<file path="src/hw/rtl/tpig_pkg.sv">
package tpig_pkg;

    localparam int MAX_AXES    = 4;
    localparam int DIM_BITS    = 16;
    localparam int COORD_BITS  = DIM_BITS + 2;
    localparam int CNT_BITS    = 32;
    localparam int CFG_BITS    = 64;
    localparam int FILL_BITS   = 32;
    localparam int AXC_BITS    = 3;
    localparam int ADDR_BITS   = 3;
    localparam int QUEUE_DEPTH = 2;
    localparam int QPTR_BITS   = (QUEUE_DEPTH > 1) ? $clog2(QUEUE_DEPTH) : 1;
    localparam int QCNT_BITS   = $clog2(QUEUE_DEPTH + 1);

    typedef enum logic [ADDR_BITS-1:0] {
        REG_AXIS_COUNT  = 3'd0,
        REG_SOURCE_DIMS = 3'd1,
        REG_PAD_BEFORE  = 3'd2,
        REG_PAD_AFTER   = 3'd3,
        REG_FILL_BITS   = 3'd4
    } cfg_reg_t;

    typedef logic [COORD_BITS-1:0] coord_t;
    typedef logic [CNT_BITS-1:0]   cnt_t;

    // Per-axis region bounds derived from the configuration registers
    typedef struct packed {
        logic [MAX_AXES-1:0]                 in_use;
        logic [MAX_AXES-1:0][DIM_BITS-1:0]   lo;
        logic [MAX_AXES-1:0][DIM_BITS:0]     hi;
        logic [MAX_AXES-1:0][COORD_BITS-1:0] last_coord;
        logic [FILL_BITS-1:0]                fill;
    } bounds_t;

    typedef struct packed {
        logic restart;
        logic drop;
    } job_t;

    typedef struct packed {
        logic                 is_pad;
        logic [CNT_BITS-1:0]  source_index;
        logic [CNT_BITS-1:0]  dest_index;
        logic [FILL_BITS-1:0] fill_value;
        logic                 last;
    } rsp_beat_t;

    function automatic logic [DIM_BITS-1:0] packed_field(logic [CFG_BITS-1:0] word, int axis);
        logic [DIM_BITS-1:0] f;
        f = '0;
        if ((axis + 1) * DIM_BITS <= CFG_BITS)
        begin
            f = word[axis*DIM_BITS +: DIM_BITS];
        end
        return f;
    endfunction

endpackage

</file>
<file path="src/hw/rtl/tpig_req_if.sv">
interface tpig_req_if;
    logic valid;
    logic ready;
    logic restart;

    modport source (output valid, output restart, input ready);
    modport sink (input valid, input restart, output ready);
endinterface

</file>
<file path="src/hw/rtl/tpig_rsp_if.sv">
interface tpig_rsp_if;
    import tpig_pkg::*;

    logic      valid;
    logic      ready;
    rsp_beat_t data;

    modport source (output valid, output data, input ready);
    modport sink (input valid, input data, output ready);
endinterface

</file>
<file path="src/hw/rtl/tpig_cfg_if.sv">
interface tpig_cfg_if;
    import tpig_pkg::*;

    logic                 valid;
    logic                 ready;
    logic [ADDR_BITS-1:0] addr;
    logic [CFG_BITS-1:0]  data;

    modport source (output valid, output addr, output data, input ready);
    modport sink (input valid, input addr, input data, output ready);
endinterface

</file>
<file path="src/hw/rtl/tpig_queue.sv">
module tpig_queue (
    input  logic          clk,
    input  logic          rst_n,
    input  logic          push_valid,
    output logic          push_ready,
    input  tpig_pkg::job_t push_data,
    output logic          pop_valid,
    input  logic          pop_ready,
    output tpig_pkg::job_t pop_data
);
    import tpig_pkg::*;

    job_t                 mem_reg [QUEUE_DEPTH];
    logic [QPTR_BITS-1:0] wr_ptr_reg;
    logic [QPTR_BITS-1:0] rd_ptr_reg;
    logic [QCNT_BITS-1:0] count_reg;
    logic                 do_push;
    logic                 do_pop;

    assign push_ready = (count_reg != QCNT_BITS'(QUEUE_DEPTH));
    assign pop_valid  = (count_reg != '0);
    assign pop_data   = mem_reg[rd_ptr_reg];
    assign do_push    = push_valid && push_ready;
    assign do_pop     = pop_valid && pop_ready;

    function automatic logic [QPTR_BITS-1:0] ptr_inc(logic [QPTR_BITS-1:0] p);
        logic [QPTR_BITS-1:0] n;
        n = (p == QPTR_BITS'(QUEUE_DEPTH - 1)) ? '0 : QPTR_BITS'(p + 1'b1);
        return n;
    endfunction

    always_ff @(posedge clk)
    begin
        if (do_push)
        begin
            mem_reg[wr_ptr_reg] <= push_data;
        end
    end

    always_ff @(posedge clk or negedge rst_n)
    begin
        if (!rst_n)
        begin
            wr_ptr_reg <= '0;
            rd_ptr_reg <= '0;
            count_reg  <= '0;
        end
        else
        begin
            if (do_push)
            begin
                wr_ptr_reg <= ptr_inc(wr_ptr_reg);
            end
            if (do_pop)
            begin
                rd_ptr_reg <= ptr_inc(rd_ptr_reg);
            end
            if (do_push && !do_pop)
            begin
                count_reg <= QCNT_BITS'(count_reg + 1'b1);
            end
            else if (do_pop && !do_push)
            begin
                count_reg <= QCNT_BITS'(count_reg - 1'b1);
            end
        end
    end
endmodule

</file>
<file path="src/hw/rtl/tpig_front.sv">
module tpig_front (
    input  logic            clk,
    input  logic            rst_n,
    tpig_cfg_if.sink        cfg,
    tpig_req_if.sink        req,
    output logic            push_valid,
    input  logic            push_ready,
    output tpig_pkg::job_t  push_data,
    output tpig_pkg::bounds_t bounds
);
    import tpig_pkg::*;

    logic [AXC_BITS-1:0]  axis_count_reg;
    logic [CFG_BITS-1:0]  source_dims_reg;
    logic [CFG_BITS-1:0]  pad_before_reg;
    logic [CFG_BITS-1:0]  pad_after_reg;
    logic [FILL_BITS-1:0] fill_bits_reg;
    logic                 empty_axis;

    assign cfg.ready = 1'b1;

    always_ff @(posedge clk or negedge rst_n)
    begin
        if (!rst_n)
        begin
            axis_count_reg  <= AXC_BITS'(1);
            source_dims_reg <= '0;
            pad_before_reg  <= '0;
            pad_after_reg   <= '0;
            fill_bits_reg   <= '0;
        end
        else if (cfg.valid && cfg.ready)
        begin
            case (cfg_reg_t'(cfg.addr))
                REG_AXIS_COUNT:  axis_count_reg  <= cfg.data[AXC_BITS-1:0];
                REG_SOURCE_DIMS: source_dims_reg <= cfg.data;
                REG_PAD_BEFORE:  pad_before_reg  <= cfg.data;
                REG_PAD_AFTER:   pad_after_reg   <= cfg.data;
                REG_FILL_BITS:   fill_bits_reg   <= cfg.data[FILL_BITS-1:0];
                default:         ;
            endcase
        end
    end

    // Axis 0 is always in use; a count of zero behaves as one
    always_comb
    begin
        logic [DIM_BITS-1:0]   pb;
        logic [DIM_BITS-1:0]   sd;
        logic [DIM_BITS-1:0]   pa;
        logic [COORD_BITS-1:0] len;
        bounds = '0;
        empty_axis = 1'b0;
        for (int a = 0; a < MAX_AXES; a++)
        begin
            pb  = packed_field(pad_before_reg, a);
            sd  = packed_field(source_dims_reg, a);
            pa  = packed_field(pad_after_reg, a);
            len = COORD_BITS'(pb) + COORD_BITS'(sd) + COORD_BITS'(pa);
            bounds.in_use[a]     = (a == 0) || (int'(axis_count_reg) > a);
            bounds.lo[a]         = pb;
            bounds.hi[a]         = (DIM_BITS+1)'(pb) + (DIM_BITS+1)'(sd);
            bounds.last_coord[a] = COORD_BITS'(len - 1'b1);
            if (bounds.in_use[a] && (len == '0))
            begin
                empty_axis = 1'b1;
            end
        end
        bounds.fill = fill_bits_reg;
    end

    // Tag each beat: an empty padded shape yields no element
    assign push_valid        = req.valid;
    assign req.ready         = push_ready;
    assign push_data.restart = req.restart;
    assign push_data.drop    = empty_axis;
endmodule

</file>
<file path="src/hw/rtl/tpig_back.sv">
module tpig_back (
    input  logic              clk,
    input  logic              rst_n,
    input  logic              pop_valid,
    output logic              pop_ready,
    input  tpig_pkg::job_t    pop_data,
    input  tpig_pkg::bounds_t bounds,
    tpig_rsp_if.source        rsp
);
    import tpig_pkg::*;

    coord_t    coord_reg [MAX_AXES];
    coord_t    coord_next [MAX_AXES];
    cnt_t      src_reg;
    cnt_t      src_next;
    cnt_t      dst_reg;
    cnt_t      dst_next;
    logic      rsp_valid_reg;
    logic      rsp_valid_next;
    rsp_beat_t rsp_data_reg;
    rsp_beat_t beat;
    logic      out_free;
    logic      step;
    logic      emit;

    assign out_free  = !rsp_valid_reg || rsp.ready;
    assign pop_ready = out_free || pop_data.drop;
    assign step      = pop_valid && pop_ready;
    assign emit      = step && !pop_data.drop;

    always_comb
    begin
        coord_t c;
        cnt_t   src_eff;
        cnt_t   dst_eff;
        logic   pad;
        logic   at_end;
        logic   carry;
        logic   wrap;
        pad      = 1'b0;
        at_end   = 1'b1;
        carry    = 1'b1;
        src_eff  = pop_data.restart ? '0 : src_reg;
        dst_eff  = pop_data.restart ? '0 : dst_reg;
        src_next = src_reg;
        dst_next = dst_reg;
        for (int a = 0; a < MAX_AXES; a++)
        begin
            coord_next[a] = coord_reg[a];
        end
        // Ripple the carry from the fastest axis towards axis 0
        for (int a = MAX_AXES - 1; a >= 0; a--)
        begin
            c    = pop_data.restart ? '0 : coord_reg[a];
            wrap = (c >= bounds.last_coord[a]);
            coord_next[a] = c;
            if (bounds.in_use[a])
            begin
                if ((c < COORD_BITS'(bounds.lo[a])) || (c >= COORD_BITS'(bounds.hi[a])))
                begin
                    pad = 1'b1;
                end
                if (!wrap)
                begin
                    at_end = 1'b0;
                end
                if (carry && !pop_data.drop)
                begin
                    coord_next[a] = wrap ? '0 : COORD_BITS'(c + 1'b1);
                end
                carry = carry && wrap;
            end
        end
        if (pop_data.drop)
        begin
            src_next = src_eff;
            dst_next = dst_eff;
        end
        else if (at_end)
        begin
            src_next = '0;
            dst_next = '0;
        end
        else
        begin
            src_next = (!pad && (src_eff != '1)) ? CNT_BITS'(src_eff + 1'b1) : src_eff;
            dst_next = (dst_eff != '1) ? CNT_BITS'(dst_eff + 1'b1) : dst_eff;
        end
        beat.is_pad       = pad;
        beat.source_index = pad ? '0 : src_eff;
        beat.dest_index   = dst_eff;
        beat.fill_value   = pad ? bounds.fill : '0;
        beat.last         = at_end;
    end

    always_comb
    begin
        rsp_valid_next = rsp_valid_reg;
        if (emit)
        begin
            rsp_valid_next = 1'b1;
        end
        else if (rsp.ready)
        begin
            rsp_valid_next = 1'b0;
        end
    end

    always_ff @(posedge clk or negedge rst_n)
    begin
        if (!rst_n)
        begin
            for (int a = 0; a < MAX_AXES; a++)
            begin
                coord_reg[a] <= '0;
            end
            src_reg       <= '0;
            dst_reg       <= '0;
            rsp_valid_reg <= 1'b0;
        end
        else
        begin
            if (step)
            begin
                for (int a = 0; a < MAX_AXES; a++)
                begin
                    coord_reg[a] <= coord_next[a];
                end
                src_reg <= src_next;
                dst_reg <= dst_next;
            end
            rsp_valid_reg <= rsp_valid_next;
        end
    end

    // Hold the beat while the receiver stalls
    always_ff @(posedge clk)
    begin
        if (emit)
        begin
            rsp_data_reg <= beat;
        end
    end

    assign rsp.valid = rsp_valid_reg;
    assign rsp.data  = rsp_data_reg;
endmodule

</file>
<file path="src/hw/rtl/tensor_pad_index_generator.sv">
// Padded-tensor index generator.
// cfg: register writes (index, 64-bit data), always ready. Write only while idle:
//   axis_count, source_dims, pad_before, pad_after, fill_bits.
// req: one beat per element; restart = 1 begins a new pass at element zero.
// rsp: one beat per element with is_pad, source_index, dest_index, fill_value, last.
//   If any axis in use has a padded length of zero, a request gives no beat.
// A request beat passes through a queue entry and then the output register to reach rsp.
// Throughput: one element per cycle while rsp is ready; the back end's combinational
//   coordinate step (compare and carry across all axes) sets that figure.
// A two-entry queue sits between the request side and the stepper, and the
//   response sits in an output register, so a new request is taken while a
//   finished beat waits. When rsp stalls, the queue fills and req.ready drops
//   once two beats wait behind the held response.
// Reset clears coordinates and counters, sets axis_count to one and the other
//   registers to zero; req.ready is high once reset is released.
module tensor_pad_index_generator (
    input  logic       clk,
    input  logic       rst_n,
    tpig_cfg_if.sink   cfg,
    tpig_req_if.sink   req,
    tpig_rsp_if.source rsp
);
    import tpig_pkg::*;

    logic    push_valid;
    logic    push_ready;
    job_t    push_data;
    logic    pop_valid;
    logic    pop_ready;
    job_t    pop_data;
    bounds_t bounds;

    tpig_front u_front (
        .clk        (clk),
        .rst_n      (rst_n),
        .cfg        (cfg),
        .req        (req),
        .push_valid (push_valid),
        .push_ready (push_ready),
        .push_data  (push_data),
        .bounds     (bounds)
    );

    tpig_queue u_queue (
        .clk        (clk),
        .rst_n      (rst_n),
        .push_valid (push_valid),
        .push_ready (push_ready),
        .push_data  (push_data),
        .pop_valid  (pop_valid),
        .pop_ready  (pop_ready),
        .pop_data   (pop_data)
    );

    tpig_back u_back (
        .clk       (clk),
        .rst_n     (rst_n),
        .pop_valid (pop_valid),
        .pop_ready (pop_ready),
        .pop_data  (pop_data),
        .bounds    (bounds),
        .rsp       (rsp)
    );
endmodule

</file>
<file path="src/flat_wrapper.sv">
// flat-port wrapper written by rule: the top's interface ports become plain ports
module tensor_pad_index_generator_flat import tpig_pkg::*;
  (clk, rst_n, cfg_valid, cfg_addr, cfg_data, cfg_ready, req_valid, req_restart, req_ready, rsp_valid, rsp_data, rsp_ready);
  tpig_cfg_if cfg_i ();
  tpig_req_if req_i ();
  tpig_rsp_if rsp_i ();
  input  logic clk;
  input  logic rst_n;
  input wire logic [$bits(cfg_i.valid)-1:0] cfg_valid;
  input wire logic [$bits(cfg_i.addr)-1:0] cfg_addr;
  input wire logic [$bits(cfg_i.data)-1:0] cfg_data;
  output wire logic [$bits(cfg_i.ready)-1:0] cfg_ready;
  input wire logic [$bits(req_i.valid)-1:0] req_valid;
  input wire logic [$bits(req_i.restart)-1:0] req_restart;
  output wire logic [$bits(req_i.ready)-1:0] req_ready;
  output wire logic [$bits(rsp_i.valid)-1:0] rsp_valid;
  output wire logic [$bits(rsp_i.data)-1:0] rsp_data;
  input wire logic [$bits(rsp_i.ready)-1:0] rsp_ready;
  assign cfg_i.valid = cfg_valid;
  assign cfg_i.addr = cfg_addr;
  assign cfg_i.data = cfg_data;
  assign cfg_ready = cfg_i.ready;
  assign req_i.valid = req_valid;
  assign req_i.restart = req_restart;
  assign req_ready = req_i.ready;
  assign rsp_valid = rsp_i.valid;
  assign rsp_data = rsp_i.data;
  assign rsp_i.ready = rsp_ready;
  tensor_pad_index_generator u_core (.clk(clk), .rst_n(rst_n), .cfg(cfg_i), .req(req_i), .rsp(rsp_i));
endmodule
</file>
<file path="config.mk">
export PLATFORM = sky130hd
export DESIGN_NAME = tensor_pad_index_generator_flat
export DESIGN_NICKNAME = d
export VERILOG_FILES = /design/src/hw/rtl/tpig_pkg.sv /design/src/hw/rtl/tpig_req_if.sv /design/src/hw/rtl/tpig_rsp_if.sv /design/src/hw/rtl/tpig_cfg_if.sv /design/src/hw/rtl/tpig_queue.sv /design/src/hw/rtl/tpig_front.sv /design/src/hw/rtl/tpig_back.sv /design/src/hw/rtl/tensor_pad_index_generator.sv /design/src/flat_wrapper.sv
export SDC_FILE = /design/constraint.sdc
export NUM_CORES = 1
export LEC_CHECK = 0
export ABC_CLOCK_PERIOD_IN_PS = 9100
export BUFFER_PORTS_ARGS = -buffer_cell sky130_fd_sc_hd__buf_2
export CAP_MARGIN = 20
export CORE_MARGIN = 1
export CORE_UTILIZATION = 60
export DETAILED_ROUTE_END_ITERATION = 6
export MAX_ROUTING_LAYER = met4
export PLACE_DENSITY = 0.76
export SLEW_MARGIN = 20
export SYNTH_ARGS = -nofsm -noshare
export SYNTH_HDL_FRONTEND = slang
export SYNTH_SLANG_ARGS = --single-unit
</file>
<file path="constraint.sdc">
create_clock -name clk -period 9.1 [get_ports clk]
set_input_delay 0.91 -clock clk [delete_from_list [all_inputs] [get_ports clk]]
set_output_delay 0.91 -clock clk [all_outputs]
set_load 0.05 [all_outputs]
</file>
==> run summary <==
Setup TNS: 0 ns
Max-cap violations: 0
Net Count, Synth: 3,910
Post-Syn Instances: 3,430
CTS H-tree depth: 2
Clk root buf: clkbuf_16
Final max-slew violation count: 0
Worst endpoint required time: 9.59 ns
Final clock skew: 0.02385 ns
Row Count: 85
WHS: 0.2801 ns
Min Tclk post-route: 7.677 ns
R2R depth: 25
Final routed DRC violation total: 0
Worst-Margin Slew: 1.084 ns
Maximum clock path buffer count: 3
Initial Util: 61.24%
Leakage: 0.01661 uW
Power share of the combinational group: 57.3%
Clock buffer count from CTS: 52
Top FF cell, synth: dfrtp_1
Switching power: 5615 uW
Die ar.: 56,310 sq um
Area delta synth->final: 10.23%
1st-pass router iterations: 6
Final Cycle Share: 84.36%
Sw frac: 45.82%
Largest net degree at the start of global routing: 162
Internal power: 6638 uW
I/O pins: 174
Hpwl dp: 62,690 um
Final estimated routing congestion in global placement: 0.9385
Hold WC Path Type: in2async
Reg clk slew, reported paths: 0.06 ns
Critical path startpoint category: flip-flop
DRT iter0 DRCs: 2,264
Drt total wl: 85,260 um
Hold_buf cts: 0
Worst-Skew Late Latency: 0.61 ns
Fraction of registers with async set/reset: 78.30%
Synth area leader: dfrtp_1
Layout cells sized above 1: 13.65%
Final worst-path setup slack: 1.423 ns
Area contributors post-synth: dfrtp_1, ha_1, edfxtp_1, mux2_2, fa_1
Pwr Density: 334.7 nW/um^2
Place WS: 1.575 ns
Vias per std cell: 6.341
PortBufs: 172
Vias in the first global route: 27,310
Post-synthesis instance area: 33,220 sq um
Register area: 12,270 sq um
CTS tree: yes
Relative slew slack: 27.72%
Status: completed
Sequential Power Share: 24.2%
Antenna-violating nets left: 0
Post-Route Utilization: 67.51%
Fmax: 130.3 MHz
RSZ-0062 raised after global routing: false
WL/cell: 19.79 um
Core Box Area: 54,240 sq um
Sink Count: 470
Post-Syn Area per Cell: 9.684 sq um
#FFs+latches synth: 470
Number of synthesized flops with an enable pin: 102
Synth unique cells: 88
Initial antenna violation count: 1
First-pass GRT wire length: 139,700 um
Share of the synthesized area in the top cell type: 27.65%
Post-CTS Setup Inserts: 0
GRT overflow: 0
Max FFs per register: 98
Setup CP Type: reg2reg
Footprint of the multi-input gates: 19,870 sq um
Post-synthesis sequential area ratio: 36.95%
CP arrival: 8.17 ns
Die Ht: 237.3 um
Yosys warns: 0
Worst r2r dst: u_core.u_back.src_reg[2]$_DFFE_PN0P_
CTS resizes: 0
Critical Path End Type: flip-flop
CP Capture Point: u_core.u_back.src_reg[2]$_DFFE_PN0P_
Endpoints failing hold: 0
Crit-path max FO: 25
Number of vias in the routed layout: 27,320
CP startpoint: u_core.u_front.source_dims_reg[33]$_DFFE_PN0P_
Final setup viols: 0
R2r setup slk: 1.42 ns
Final net count: 4,047
Worst IR Drop VDD: 0.0002551 V
Total power draw: 12,250 uW
Die width: 237.3 um
Global Route Usage Sum: 31.31%
Worst R2R Start: u_core.u_front.source_dims_reg[33]$_DFFE_PN0P_
Layout fillers: 4,230
Clock share of power: 18.5%
-- through the flow --
step	area, sq um	instances
6_report	36620	4309
3_5_place_dp	34780	4209
5_1_grt	36610	4308
3_3_place_gp	34760	4208
4_1_cts	36610	4307
2_1_floorplan	33220	3430
-- cells in the mapped netlist, types with 36 or more instances --
cell type	number
inv_1	180
fa_1	72
dfrtp_1	367
nand3_1	98
a21o_1	62
nand2_1	315
xor2_1	64
mux2_2	161
clkbuf_1	99
nor3_1	87
a31oi_1	36
o31ai_1	54
a21oi_1	190
o21ai_0	284
and2_1	147
nand4_1	44
nor2_1	150
edfxtp_1	102
ha_1	335
xnor2_1	99
-- routing by layer --
| metal | global-route usage [%] | wire length (um) |
|---|---|---|
| met5 | - | 0 |
| met4 | 10.21 | 2433 |
| met3 | 3.496 | 4497 |
| met2 | 51.93 | 41240 |
| met1 | 40.19 | 37090 |
-- cell families after synthesis --
kind of cell | count (synthesis) | synth area share (%)
XOR/XNOR | 163 | 4.298
buffers and inverters | 297 | 3.439
multiplexers | 166 | 5.661
other | 1 | 0.01129
adder cells (fa/ha/maj) | 407 | 16.96
flip-flops | 470 | 36.95
AND/OR/NAND/NOR | 1055 | 16.03
AO/OA/AOI/OAI | 871 | 16.65
-- final cells by class --
class	count	share of cell area [%]
well taps	696	2.378
repair buffers	199	2.973
flip-flops and latches	470	33.52
clock buffers	70	3.933
inverters	181	1.856
clock inverters	28	1.056
diodes	2	0.01367
multi-input cells	2663	54.27
-- worst min-delay path by stage --
stage	cells after the start	startpoint	slack, ns	to
5_1_grt	1	rst_n	0.35	u_core.u_front.pad_after_reg[58]$_DFFE_PN0P_
4_1_cts	1	rst_n	0.31	u_core.u_front.pad_after_reg[58]$_DFFE_PN0P_
3_3_place_gp	2	u_core.u_back.coord_reg[6]$_DFFE_PN0P_	0.45	u_core.u_back.coord_reg[6]$_DFFE_PN0P_
6_report	1	rst_n	0.28	u_core.u_front.pad_after_reg[58]$_DFFE_PN0P_
3_5_place_dp	1	u_core.u_back.coord_reg[46]$_DFFE_PN0P_	0.46	u_core.u_back.coord_reg[46]$_DFFE_PN0P_
2_1_floorplan	2	u_core.u_back.coord_reg[6]$_DFFE_PN0P_	0.43	u_core.u_back.coord_reg[6]$_DFFE_PN0P_
-- cells in the final DEF (no fill, tap or decap), types with 32 or more instances in the layout --
cell type  count
dfrtp_1      367
ha_1         335
nand2_1      315
o21ai_0      284
a21oi_1      190
inv_1        180
buf_2        171
mux2_2       161
and2_1       147
nor2_1       146
edfxtp_1     102
xnor2_1       99
nand3_1       98
nor3_1        86
fa_1          72
xor2_1        64
a21o_1        62
o31ai_1       54
clkbuf_16     53
nand4_1       44
a31oi_1       36
nand2b_1      33
or3_1         33
and3_1        32
-- power groups by stage --
stage	Clock (uW)	Combinational, uW	Sequential (uW)
finish	2260	7020	2970
global route	2380	7760	3030
CTS	2300	6970	2970
detailed placement	0	6910	3010
global placement	0	6700	2980
floorplan	0	4710	3610
-- worst max-delay path: stages (launching register included) --
cell and delay [ns]:
dfrtp_1 0.41, fa_1 0.48, ha_1 0.25, fa_1 0.49
a211oi_1 0.41, nor2_1 0.11, xor2_1 0.19, nor3_1 0.23
and2_1 0.21, nand3_1 0.09, or2_2 0.32, nor3_1 0.40
nand2_1 0.13, xnor2_1 0.15, ha_1 0.28, o211ai_1 0.14
a21oi_1 0.16, a22oi_1 0.07, a21boi_1 0.13, buf_4 0.21
a221oi_1 0.62, o21ai_1 0.44, o21ai_2 0.76, buf_4 0.42
o21ai_0 0.15, a22o_1 0.27
(Power assumes the default switching activity.)
